File: config.mk
export PLATFORM = sky130hd
export DESIGN_NAME = jack_source_lexer
export DESIGN_NICKNAME = d
export VERILOG_FILES = /design/src/sv/jsl_pkg.sv /design/src/sv/jack_source_lexer.sv
export SDC_FILE = /design/constraint.sdc
export NUM_CORES = 1
export LEC_CHECK = 0
export BUFFER_PORTS_ARGS = -buffer_cell sky130_fd_sc_hd__buf_4
export CAP_MARGIN = 40
export CORE_ASPECT_RATIO = 1.4
export CORE_MARGIN = 2
export CORE_UTILIZATION = 35
export CTS_CLUSTER_DIAMETER = 50
export DETAILED_ROUTE_END_ITERATION = 10
export MAX_ROUTING_LAYER = met4
export SLEW_MARGIN = 40
export SYNTH_ARGS = -nofsm -noshare
export SYNTH_HDL_FRONTEND = slang
export SYNTH_SLANG_ARGS = --single-unit
File: constraint.sdc
create_clock -name aclk -period 11.11 [get_ports aclk]
set_clock_uncertainty 0.2 [all_clocks]
set_input_delay 0 -clock aclk [delete_from_list [all_inputs] [get_ports aclk]]
set_output_delay 0 -clock aclk [all_outputs]
set_load 0.03 [all_outputs]
File: src/sv/jsl_pkg.sv
`timescale 1ns / 1ps
// ============================================================================
// jsl_pkg
// Types, constants and the keyword table shared by the Jack source lexer.
// ============================================================================
package jsl_pkg;

    // Field widths of the token record
    localparam int POSITION_WIDTH = 24;
    localparam int LENGTH_WIDTH   = 16;
    localparam int CHAR_WIDTH     = 8;
    localparam int KIND_WIDTH     = 3;
    localparam int CODE_WIDTH     = 5;
    localparam int VALUE_WIDTH    = 15;

    // Keyword buffer and table
    localparam int KW_SLOTS     = 11;
    localparam int KW_COUNT     = 21;
    localparam int KW_IDX_WIDTH = $clog2(KW_SLOTS);

    localparam logic [VALUE_WIDTH-1:0]  INT_MAX_VALUE = '1;
    localparam logic [LENGTH_WIDTH-1:0] LEN_MAX       = '1;

    // Result queue
    localparam int FIFO_DEPTH = 4;
    localparam int FIFO_AW    = $clog2(FIFO_DEPTH);

    // Packed result beat: code, symbol, value, overflow, start, length
    localparam int REC_DATA_BITS = CODE_WIDTH + CHAR_WIDTH + VALUE_WIDTH + 1
                                   + POSITION_WIDTH + LENGTH_WIDTH;
    localparam int M_TDATA_WIDTH = ((REC_DATA_BITS + 7) / 8) * 8;

    // Character codes
    localparam logic [CHAR_WIDTH-1:0] CH_NL    = 8'd10;
    localparam logic [CHAR_WIDTH-1:0] CH_QUOTE = 8'h22;
    localparam logic [CHAR_WIDTH-1:0] CH_SLASH = 8'h2F;
    localparam logic [CHAR_WIDTH-1:0] CH_STAR  = 8'h2A;
    localparam logic [CHAR_WIDTH-1:0] CH_UNDER = 8'h5F;
    localparam logic [CHAR_WIDTH-1:0] CH_ZERO  = 8'h30;

    typedef enum logic [2:0] {
        LM_IDLE   = 3'd0,
        LM_WORD   = 3'd1,
        LM_NUMBER = 3'd2,
        LM_STRING = 3'd3,
        LM_SLASH  = 3'd4,
        LM_LINE   = 3'd5,
        LM_BLOCK  = 3'd6,
        LM_BSTAR  = 3'd7
    } lex_mode_t;

    typedef enum logic [KIND_WIDTH-1:0] {
        TK_KEYWORD = 3'd0,
        TK_SYMBOL  = 3'd1,
        TK_INTEGER = 3'd2,
        TK_STRING  = 3'd3,
        TK_IDENT   = 3'd4,
        TK_UNKNOWN = 3'd5,
        TK_UNTERM  = 3'd6
    } tok_kind_t;

    typedef logic [KW_SLOTS-1:0][CHAR_WIDTH-1:0] kw_text_t;

    typedef struct packed {
        tok_kind_t                  kind;
        logic [CODE_WIDTH-1:0]      code;
        logic [CHAR_WIDTH-1:0]      sym;
        logic [VALUE_WIDTH-1:0]     value;
        logic                       ovf;
        logic [POSITION_WIDTH-1:0]  start;
        logic [LENGTH_WIDTH-1:0]    len;
        logic                       last;
    } tok_rec_t;

    typedef struct packed {
        logic                  hit;
        logic [CODE_WIDTH-1:0] code;
    } kw_hit_t;

    // Literals are right-justified: first letter sits in byte len-1
    localparam kw_text_t KW_TEXT [KW_COUNT] = '{
        kw_text_t'("class"),   kw_text_t'("constructor"), kw_text_t'("function"),
        kw_text_t'("method"),  kw_text_t'("field"),       kw_text_t'("static"),
        kw_text_t'("var"),     kw_text_t'("int"),         kw_text_t'("char"),
        kw_text_t'("boolean"), kw_text_t'("void"),        kw_text_t'("true"),
        kw_text_t'("false"),   kw_text_t'("null"),        kw_text_t'("this"),
        kw_text_t'("let"),     kw_text_t'("do"),          kw_text_t'("if"),
        kw_text_t'("else"),    kw_text_t'("while"),       kw_text_t'("return")
    };

    localparam logic [KW_IDX_WIDTH-1:0] KW_LEN [KW_COUNT] = '{
        4'd5, 4'd11, 4'd8, 4'd6, 4'd5, 4'd6, 4'd3, 4'd3, 4'd4, 4'd7, 4'd4,
        4'd4, 4'd5,  4'd4, 4'd4, 4'd3, 4'd2, 4'd2, 4'd4, 4'd5, 4'd6
    };

    // Parallel compare of the word buffer against all keywords
    function automatic kw_hit_t kw_lookup(input kw_text_t wbuf,
                                          input logic [LENGTH_WIDTH-1:0] wlen);
        kw_hit_t           res;
        logic              same;
        logic [KW_IDX_WIDTH-1:0] idx;
        res = '0;
        for (int i = 0; i < KW_COUNT; i++) begin
            same = (wlen == LENGTH_WIDTH'(KW_LEN[i]));
            for (int k = 0; k < KW_SLOTS; k++) begin
                if (k < int'(KW_LEN[i])) begin
                    idx = KW_IDX_WIDTH'(int'(KW_LEN[i]) - 1 - k);
                    if (wbuf[k] != KW_TEXT[i][idx]) begin
                        same = 1'b0;
                    end
                end
            end
            if (same && !res.hit) begin
                res.hit  = 1'b1;
                res.code = CODE_WIDTH'(i);
            end
        end
        return res;
    endfunction

endpackage

File: src/sv/jack_source_lexer.sv
`timescale 1ns / 1ps
// ============================================================================
// jack_source_lexer
// Byte-serial Jack tokenizer: drops comments, emits one record per token.
// ============================================================================
// Path: a beat is held in the input register, decoded once the result queue
//   has room, and its records are written to the queue that drives m_.
// Throughput: one byte per cycle while the queue has room for two records;
//   a byte that yields two records writes both at once; they leave in order.
// Reset: aresetn (synchronous, active low) empties the input register and the
//   4-entry result queue, sets the mode to idle and clears position counters.
module jack_source_lexer
    import jsl_pkg::*;
(
    input  logic                     aclk,
    input  logic                     aresetn,
    // s_tdata: [7:0] char_in
    input  logic [7:0]               s_tdata,
    input  logic                     s_tlast,   // end_of_text
    input  logic                     s_tvalid,
    output logic                     s_tready,
    // m_tdata: keyword_code, symbol_char, int_value, int_overflow,
    //          token_start, token_length (lowest bit up), zero pad
    output logic [M_TDATA_WIDTH-1:0] m_tdata,
    output logic [KIND_WIDTH-1:0]    m_tuser,   // token_kind
    output logic                     m_tlast,   // run_end
    output logic                     m_tvalid,
    input  logic                     m_tready
);

    // ------------------------------------------------------------------
    // Registers
    // ------------------------------------------------------------------
    logic                       in_valid_reg;
    logic [CHAR_WIDTH-1:0]      in_char_reg;
    logic                       in_eot_reg;

    lex_mode_t                  mode_reg, mode1, mode_next;
    kw_text_t                   kw_buf_reg, buf1;
    logic [LENGTH_WIDTH-1:0]    cnt_reg, cnt1;
    logic [POSITION_WIDTH-1:0]  org_reg, org1;
    logic [POSITION_WIDTH-1:0]  pos_reg, pos_next;
    logic [VALUE_WIDTH-1:0]     num_reg, num1;
    logic                       sat_reg, sat1;

    tok_rec_t                   fifo_mem [FIFO_DEPTH];
    logic [FIFO_AW-1:0]         rd_ptr_reg, wr_ptr_reg;
    logic [FIFO_AW:0]           fill_reg;

    // ------------------------------------------------------------------
    // Handshake
    // ------------------------------------------------------------------
    logic fire, pop;
    logic [1:0] push_n;

    assign fire     = in_valid_reg && (fill_reg <= (FIFO_AW+1)'(FIFO_DEPTH - 2));
    assign s_tready = !in_valid_reg || fire;
    assign pop      = m_tvalid && m_tready;

    always_ff @(posedge aclk) begin
        if (!aresetn) begin
            in_valid_reg <= 1'b0;
        end else if (s_tready) begin
            in_valid_reg <= s_tvalid;
        end
    end

    always_ff @(posedge aclk) begin
        if (s_tready && s_tvalid) begin
            in_char_reg <= s_tdata;
            in_eot_reg  <= s_tlast;
        end
    end

    // ------------------------------------------------------------------
    // Character classes
    // ------------------------------------------------------------------
    logic [CHAR_WIDTH-1:0] c;
    logic is_alpha, is_digit, is_space, is_quote, is_slash, is_star, is_sym;

    assign c        = in_char_reg;
    assign is_alpha = (c >= 8'h61 && c <= 8'h7A) || (c >= 8'h41 && c <= 8'h5A)
                      || (c == CH_UNDER);
    assign is_digit = (c >= 8'h30 && c <= 8'h39);
    assign is_space = (c == 8'h20) || (c >= 8'd9 && c <= 8'd13);
    assign is_quote = (c == CH_QUOTE);
    assign is_slash = (c == CH_SLASH);
    assign is_star  = (c == CH_STAR);

    always_comb begin
        case (c)
            8'h7B, 8'h7D, 8'h28, 8'h29, 8'h5B, 8'h5D, 8'h2E, 8'h2C, 8'h3B,
            8'h2B, 8'h2D, 8'h2A, 8'h2F, 8'h26, 8'h7C, 8'h3C, 8'h3E, 8'h3D,
            8'h7E:   is_sym = 1'b1;
            default: is_sym = 1'b0;
        endcase
    end

    function automatic logic [LENGTH_WIDTH-1:0] count_up(input logic [LENGTH_WIDTH-1:0] v);
        return (v == LEN_MAX) ? v : v + 1'b1;
    endfunction

    // ------------------------------------------------------------------
    // Next state: byte step, then the end-of-text reset of mode/position
    // ------------------------------------------------------------------
    logic                     start_tok;
    logic [VALUE_WIDTH+3:0]   num_prod;

    assign num_prod = {4'b0, num_reg} * (VALUE_WIDTH+4)'(10)
                      + (VALUE_WIDTH+4)'(c - CH_ZERO);

    always_comb begin
        mode1     = mode_reg;
        buf1      = kw_buf_reg;
        cnt1      = cnt_reg;
        org1      = org_reg;
        num1      = num_reg;
        sat1      = sat_reg;
        start_tok = 1'b0;
        case (mode_reg)
            LM_WORD: begin
                if (is_alpha || is_digit) begin
                    if (cnt_reg < LENGTH_WIDTH'(KW_SLOTS)) begin
                        buf1[cnt_reg[KW_IDX_WIDTH-1:0]] = c;
                    end
                    cnt1 = count_up(cnt_reg);
                end else begin
                    start_tok = 1'b1;
                end
            end
            LM_NUMBER: begin
                if (is_digit) begin
                    if (!sat_reg) begin
                        if (num_prod > (VALUE_WIDTH+4)'(INT_MAX_VALUE)) begin
                            num1 = INT_MAX_VALUE;
                            sat1 = 1'b1;
                        end else begin
                            num1 = num_prod[VALUE_WIDTH-1:0];
                        end
                    end
                    cnt1 = count_up(cnt_reg);
                end else begin
                    start_tok = 1'b1;
                end
            end
            LM_STRING: begin
                if (is_quote) begin
                    mode1 = LM_IDLE;
                end else begin
                    cnt1 = count_up(cnt_reg);
                end
            end
            LM_SLASH: begin
                if (is_slash) begin
                    mode1 = LM_LINE;
                end else if (is_star) begin
                    mode1 = LM_BLOCK;
                end else begin
                    start_tok = 1'b1;
                end
            end
            LM_LINE: begin
                if (c == CH_NL) mode1 = LM_IDLE;
            end
            LM_BLOCK: begin
                if (is_star) mode1 = LM_BSTAR;
            end
            LM_BSTAR: begin
                if (is_slash) begin
                    mode1 = LM_IDLE;
                end else if (!is_star) begin
                    mode1 = LM_BLOCK;
                end
            end
            default: begin
                start_tok = 1'b1;
            end
        endcase

        // Start of a new token at the current byte
        if (start_tok) begin
            mode1 = LM_IDLE;
            if (!is_space) begin
                org1 = pos_reg;
                if (is_alpha) begin
                    mode1   = LM_WORD;
                    buf1[0] = c;
                    cnt1    = LENGTH_WIDTH'(1);
                end else if (is_digit) begin
                    mode1 = LM_NUMBER;
                    num1  = VALUE_WIDTH'(c - CH_ZERO);
                    sat1  = 1'b0;
                    cnt1  = LENGTH_WIDTH'(1);
                end else if (is_quote) begin
                    mode1 = LM_STRING;
                    cnt1  = '0;
                end else if (is_slash) begin
                    mode1 = LM_SLASH;
                end
            end
        end

        mode_next = in_eot_reg ? LM_IDLE : mode1;
        pos_next  = in_eot_reg ? '0 : pos_reg + 1'b1;
    end

    // ------------------------------------------------------------------
    // Records: closed token, single-byte token, end-of-text flush
    // ------------------------------------------------------------------
    kw_hit_t  kwa, kwb;
    tok_rec_t rec_a, rec_b, rec_c, rec0, rec1;
    logic     va, vb, vc;
    logic [1:0] rec_n;

    assign kwa = kw_lookup(kw_buf_reg, cnt_reg);
    assign kwb = kw_lookup(buf1, cnt1);

    always_comb begin
        rec_a = '0;
        rec_b = '0;
        rec_c = '0;
        va    = 1'b0;
        vb    = 1'b0;
        vc    = 1'b0;

        // Token closed by this byte, from the stored state
        rec_a.start = org_reg;
        rec_a.len   = cnt_reg;
        case (mode_reg)
            LM_WORD: begin
                va         = start_tok;
                rec_a.kind = kwa.hit ? TK_KEYWORD : TK_IDENT;
                rec_a.code = kwa.hit ? kwa.code : '0;
            end
            LM_NUMBER: begin
                va          = start_tok;
                rec_a.kind  = TK_INTEGER;
                rec_a.value = num_reg;
                rec_a.ovf   = sat_reg;
            end
            LM_STRING: begin
                va         = is_quote;
                rec_a.kind = TK_STRING;
            end
            LM_SLASH: begin
                va         = start_tok;
                rec_a.kind = TK_SYMBOL;
                rec_a.sym  = CH_SLASH;
                rec_a.len  = LENGTH_WIDTH'(1);
            end
            default: begin
                va = 1'b0;
            end
        endcase

        // Symbol or unknown byte that stands alone
        vb          = start_tok && !is_space && !is_alpha && !is_digit
                      && !is_quote && !is_slash;
        rec_b.kind  = is_sym ? TK_SYMBOL : TK_UNKNOWN;
        rec_b.sym   = c;
        rec_b.start = pos_reg;
        rec_b.len   = LENGTH_WIDTH'(1);

        // Flush of a pending token at end of text
        rec_c.start = org1;
        rec_c.len   = cnt1;
        case (mode1)
            LM_WORD: begin
                vc         = in_eot_reg;
                rec_c.kind = kwb.hit ? TK_KEYWORD : TK_IDENT;
                rec_c.code = kwb.hit ? kwb.code : '0;
            end
            LM_NUMBER: begin
                vc          = in_eot_reg;
                rec_c.kind  = TK_INTEGER;
                rec_c.value = num1;
                rec_c.ovf   = sat1;
            end
            LM_STRING: begin
                vc         = in_eot_reg;
                rec_c.kind = TK_UNTERM;
            end
            LM_SLASH: begin
                vc         = in_eot_reg;
                rec_c.kind = TK_SYMBOL;
                rec_c.sym  = CH_SLASH;
                rec_c.len  = LENGTH_WIDTH'(1);
            end
            default: begin
                vc = 1'b0;
            end
        endcase

        // At most two of the three are ever set; keep their order
        rec0  = va ? rec_a : (vb ? rec_b : rec_c);
        rec1  = (va && vb) ? rec_b : rec_c;
        rec_n = 2'(va) + 2'(vb) + 2'(vc);
        rec0.last = (rec_n == 2'd1);
        rec1.last = 1'b1;
    end

    assign push_n = fire ? rec_n : 2'd0;

    // ------------------------------------------------------------------
    // Lexer state registers
    // ------------------------------------------------------------------
    always_ff @(posedge aclk) begin
        if (!aresetn) begin
            mode_reg <= LM_IDLE;
            cnt_reg  <= '0;
            org_reg  <= '0;
            pos_reg  <= '0;
            num_reg  <= '0;
            sat_reg  <= 1'b0;
        end else if (fire) begin
            mode_reg <= mode_next;
            cnt_reg  <= cnt1;
            org_reg  <= org1;
            pos_reg  <= pos_next;
            num_reg  <= num1;
            sat_reg  <= sat1;
        end
    end

    always_ff @(posedge aclk) begin
        if (fire) begin
            kw_buf_reg <= buf1;
        end
    end

    // ------------------------------------------------------------------
    // Result queue
    // ------------------------------------------------------------------
    always_ff @(posedge aclk) begin
        if (push_n != 2'd0) begin
            fifo_mem[wr_ptr_reg] <= rec0;
        end
        if (push_n == 2'd2) begin
            fifo_mem[wr_ptr_reg + 1'b1] <= rec1;
        end
    end

    always_ff @(posedge aclk) begin
        if (!aresetn) begin
            rd_ptr_reg <= '0;
            wr_ptr_reg <= '0;
            fill_reg   <= '0;
        end else begin
            wr_ptr_reg <= wr_ptr_reg + FIFO_AW'(push_n);
            rd_ptr_reg <= rd_ptr_reg + FIFO_AW'(pop);
            fill_reg   <= fill_reg + (FIFO_AW+1)'(push_n) - (FIFO_AW+1)'(pop);
        end
    end

    // Result beat
    tok_rec_t head;

    assign head     = fifo_mem[rd_ptr_reg];
    assign m_tvalid = (fill_reg != '0);
    assign m_tuser  = head.kind;
    assign m_tlast  = head.last;
    assign m_tdata  = M_TDATA_WIDTH'({head.len, head.start, head.ovf, head.value,
                                      head.sym, head.code});

    // ------------------------------------------------------------------
    // Assertions
    // ------------------------------------------------------------------
    a_fill_bound: assert property (@(posedge aclk) disable iff (!aresetn)
        fill_reg <= (FIFO_AW+1)'(FIFO_DEPTH))
        else $error("result queue overfilled");

    a_eot_idle: assert property (@(posedge aclk) disable iff (!aresetn)
        (fire && in_eot_reg) |=> (mode_reg == LM_IDLE && pos_reg == '0))
        else $error("end of text did not return lexer to idle");

    a_kw_len: assert property (@(posedge aclk) disable iff (!aresetn)
        (m_tvalid && head.kind == TK_KEYWORD) |->
            (head.len >= LENGTH_WIDTH'(2) && head.len <= LENGTH_WIDTH'(KW_SLOTS)))
        else $error("keyword record with impossible length");

    a_push_room: assert property (@(posedge aclk) disable iff (!aresetn)
        (push_n == 2'd2) |-> (fill_reg <= (FIFO_AW+1)'(FIFO_DEPTH - 2)))
        else $error("double push without room");

    a_int_sat: assert property (@(posedge aclk) disable iff (!aresetn)
        (m_tvalid && head.ovf) |-> (head.kind == TK_INTEGER && head.value == INT_MAX_VALUE))
        else $error("overflow flag on non-saturated record");

endmodule
==> qor.yml <==
status:
  status: "complete, no violations"
floorplanning:
  coreArea_um2: 80200
  top_level_ports: 91
  start_util: 0.353
  die_height_um: 340
  die_w_um: 244
  core.rowCount: 123
  fp.dieArea_um2: 83200
cells_and_area:
  diodes: 0
  area_delta_synth_final_pct: 13.7
  mostFrequentLayoutCells: "385 x edfxtp_1, 333 x nand2_1, 179 x nor2_1"
  stdcell_area_um2: 32200
  nNetsFinal: 2805
  largest_reg_flops: 292
  drive_gt1_frac: 0.164
  final_common_cell: "edfxtp_1"
  final_util: 0.401
placement:
  io_buffer_count: 87
  hpwl_um: 79000
  pre_cts_slack_ns: 3.07
  gp_congestion: 1.02
  dpl-instance-area_um2: 30200
timing:
  rsz0062_at_grt: "no"
  slew_headroom: 0.411
  tightest_slew_ns: 0.881
  timing_hold_violations_final: 0
  drv_slew: 0
  setup_ws_ns: 3.27
  max_freq_ghz: 0.128
  fin_hold_ws_ns: 0.300
  setup_viol: 0
  final.setup.tns_ns: 0
  period_needed_ns: 7.84
  period_share: 0.706
clock_tree:
  cts_buffer_depth: 3
  cts_tree: "done"
  cts_buffers: 48
  insertion_delay_ns: 0.62
  postCtsSetupRepairBufs: 0
  clockRootBuffer: "clkbuf_16"
  cts_sinks: 480
  hold_buffers: 23
  cts_resized: 0
  h-tree-depth: 2
  path_clk_slew_ns: 0.06
synth:
  yosys_warnings: 0
  synth_area_um2: 28300
  ys_seq_elements: 480
  synth_edf_count: 385
  syn_inst: 2692
  ys_types: 99
  synth-seq-area-share: 0.476
  syn_area_per_cell_um2: 10.5
  synthArstFlopShare: 0
  synth_flop_cell: "edfxtp_1"
detailed_routing:
  drt_iter0_drc: 2078
  vias_per_cell: 6.20
  firstDrtPassIters: 6
  remaining_drc_errors: 0
  wl_per_cell_um: 28.1
  vias: 23800
  ant_nets: 0
  routed_wl_um: 108000
job:
  drv_cap: 0
worst_hold_path:
  hp-class: "flop to flop"
power_and_ir_drop:
  p_per_area_nw_per_um2: 167
  p_leak_uw: 0.0106
  ir_worst_vdd_mv: 0.134
worst_setup_path:
  crit_path_end_kind: "flop"
  critPathKind: "flop to flop"
  cp.required_ns: 11.17
  cp_data_arrival_time_ns: 7.90
  cp_max_fo: 40
  crit_path_start_kind: "flop"
grt:
  grt_pass1_vias: 23600
  grt_max_degree: 71
  antenna_found_initial: 0
  grt_remaining_overflow: 0
  grt_pass1_wl_um: 158000
  grtUsageTotal: 0.262
[logic make-up after synthesis]
group	after synthesis	synth area share
flip-flops	480	0.476
AO/OA/AOI/OAI	738	0.190
buffers and inverters	247	0.0345
AND/OR/NAND/NOR	956	0.165
other	1	0.000133
adder cells (fa/ha/maj)	62	0.0285
XOR/XNOR	61	0.0194
multiplexers	147	0.0866
[Yosys cell counts, drive strengths merged (14+ instances only)]
master  instances  area share
a31oi          17      0.0038
nor3           70       0.013
o31ai          14      0.0044
a32o           42       0.015
and3           25      0.0055
a21o           24      0.0064
ha             58       0.026
a21boi         40       0.011
a22o          115       0.036
nor2          181       0.024
and2           37      0.0082
nor2b          29      0.0064
dfxtp          95       0.067
xor2           22      0.0068
o21ai         129       0.023
mux2           52       0.021
nand3          75       0.013
edfxtp        385        0.41
mux4           73       0.058
nand2b         26      0.0057
nand2         335       0.044
inv            44      0.0058
or3            23      0.0051
xnor2          38       0.012
o22ai          86       0.019
buf            41      0.0072
mux2i          22      0.0078
o211ai         14      0.0037
clkbuf        160       0.021
a21oi         106       0.019
nand4          46       0.010
nor4           31      0.0074
[metal layers]
metal / global-route usage / share of wire / up-vias
li1: - / - / 10500
met5: - / 0 / -
met2: 0.476 / 0.53 / 1042
met1: 0.281 / 0.35 / 12000
met3: 0.0297 / 0.057 / 258
met4: 0.128 / 0.056 / 0
[stage by stage]
stage	cells	total power [µW]
2_1_floorplan	2694	3140
3_3_place_gp	3711	3670
3_5_place_dp	3717	3700
4_1_cts	3830	5390
5_1_grt	3832	5550
6_report	3832	5380
[power breakdown]
part           switching, µW  internal, µW  leakage [µW]
Clock                    742           966      0.000813
Sequential               120          2090       0.00431
Combinational            932           532       0.00550
[worst max-delay path: stages (launching register included)]
cell	delay, ns
edfxtp_1	0.77
inv_1	0.44
ha_1	0.34
o211a_1	0.14
a221oi_2	0.44
o31a_1	0.55
nor2_1	0.21
nor3_2	0.50
nand2_1	0.37
inv_1	0.61
fa_1	0.59
nor2_1	0.19
inv_1	0.13
a211oi_2	0.22
buf_4	0.37
nor2_1	0.24
inv_4	0.49
buf_4	0.60
[worst paths after layout]
path / slack (ns) / depth (start not counted) / startpoint / end
max reg2reg: 3.27 / 17 / c[5] / fifo_mem[0][34]
max: 3.27 / 17 / c[5] / fifo_mem[0][34]
min: 0.30 / 1 / fifo_mem[1][0] / fifo_mem[1][0]
min reg2reg: 0.30 / 1 / fifo_mem[1][0] / fifo_mem[1][0]
[cell type report]
class	count	area, µm²
fillers	7692	48000
multi-input cells	1967	14000
flip-flops and latches	480	13500
repair buffers	187	1490
clock buffers	66	1400
well taps	1062	1330
clock inverters	24	259
inverters	46	193
Note: power is estimated with default switching activity, not from simulation.
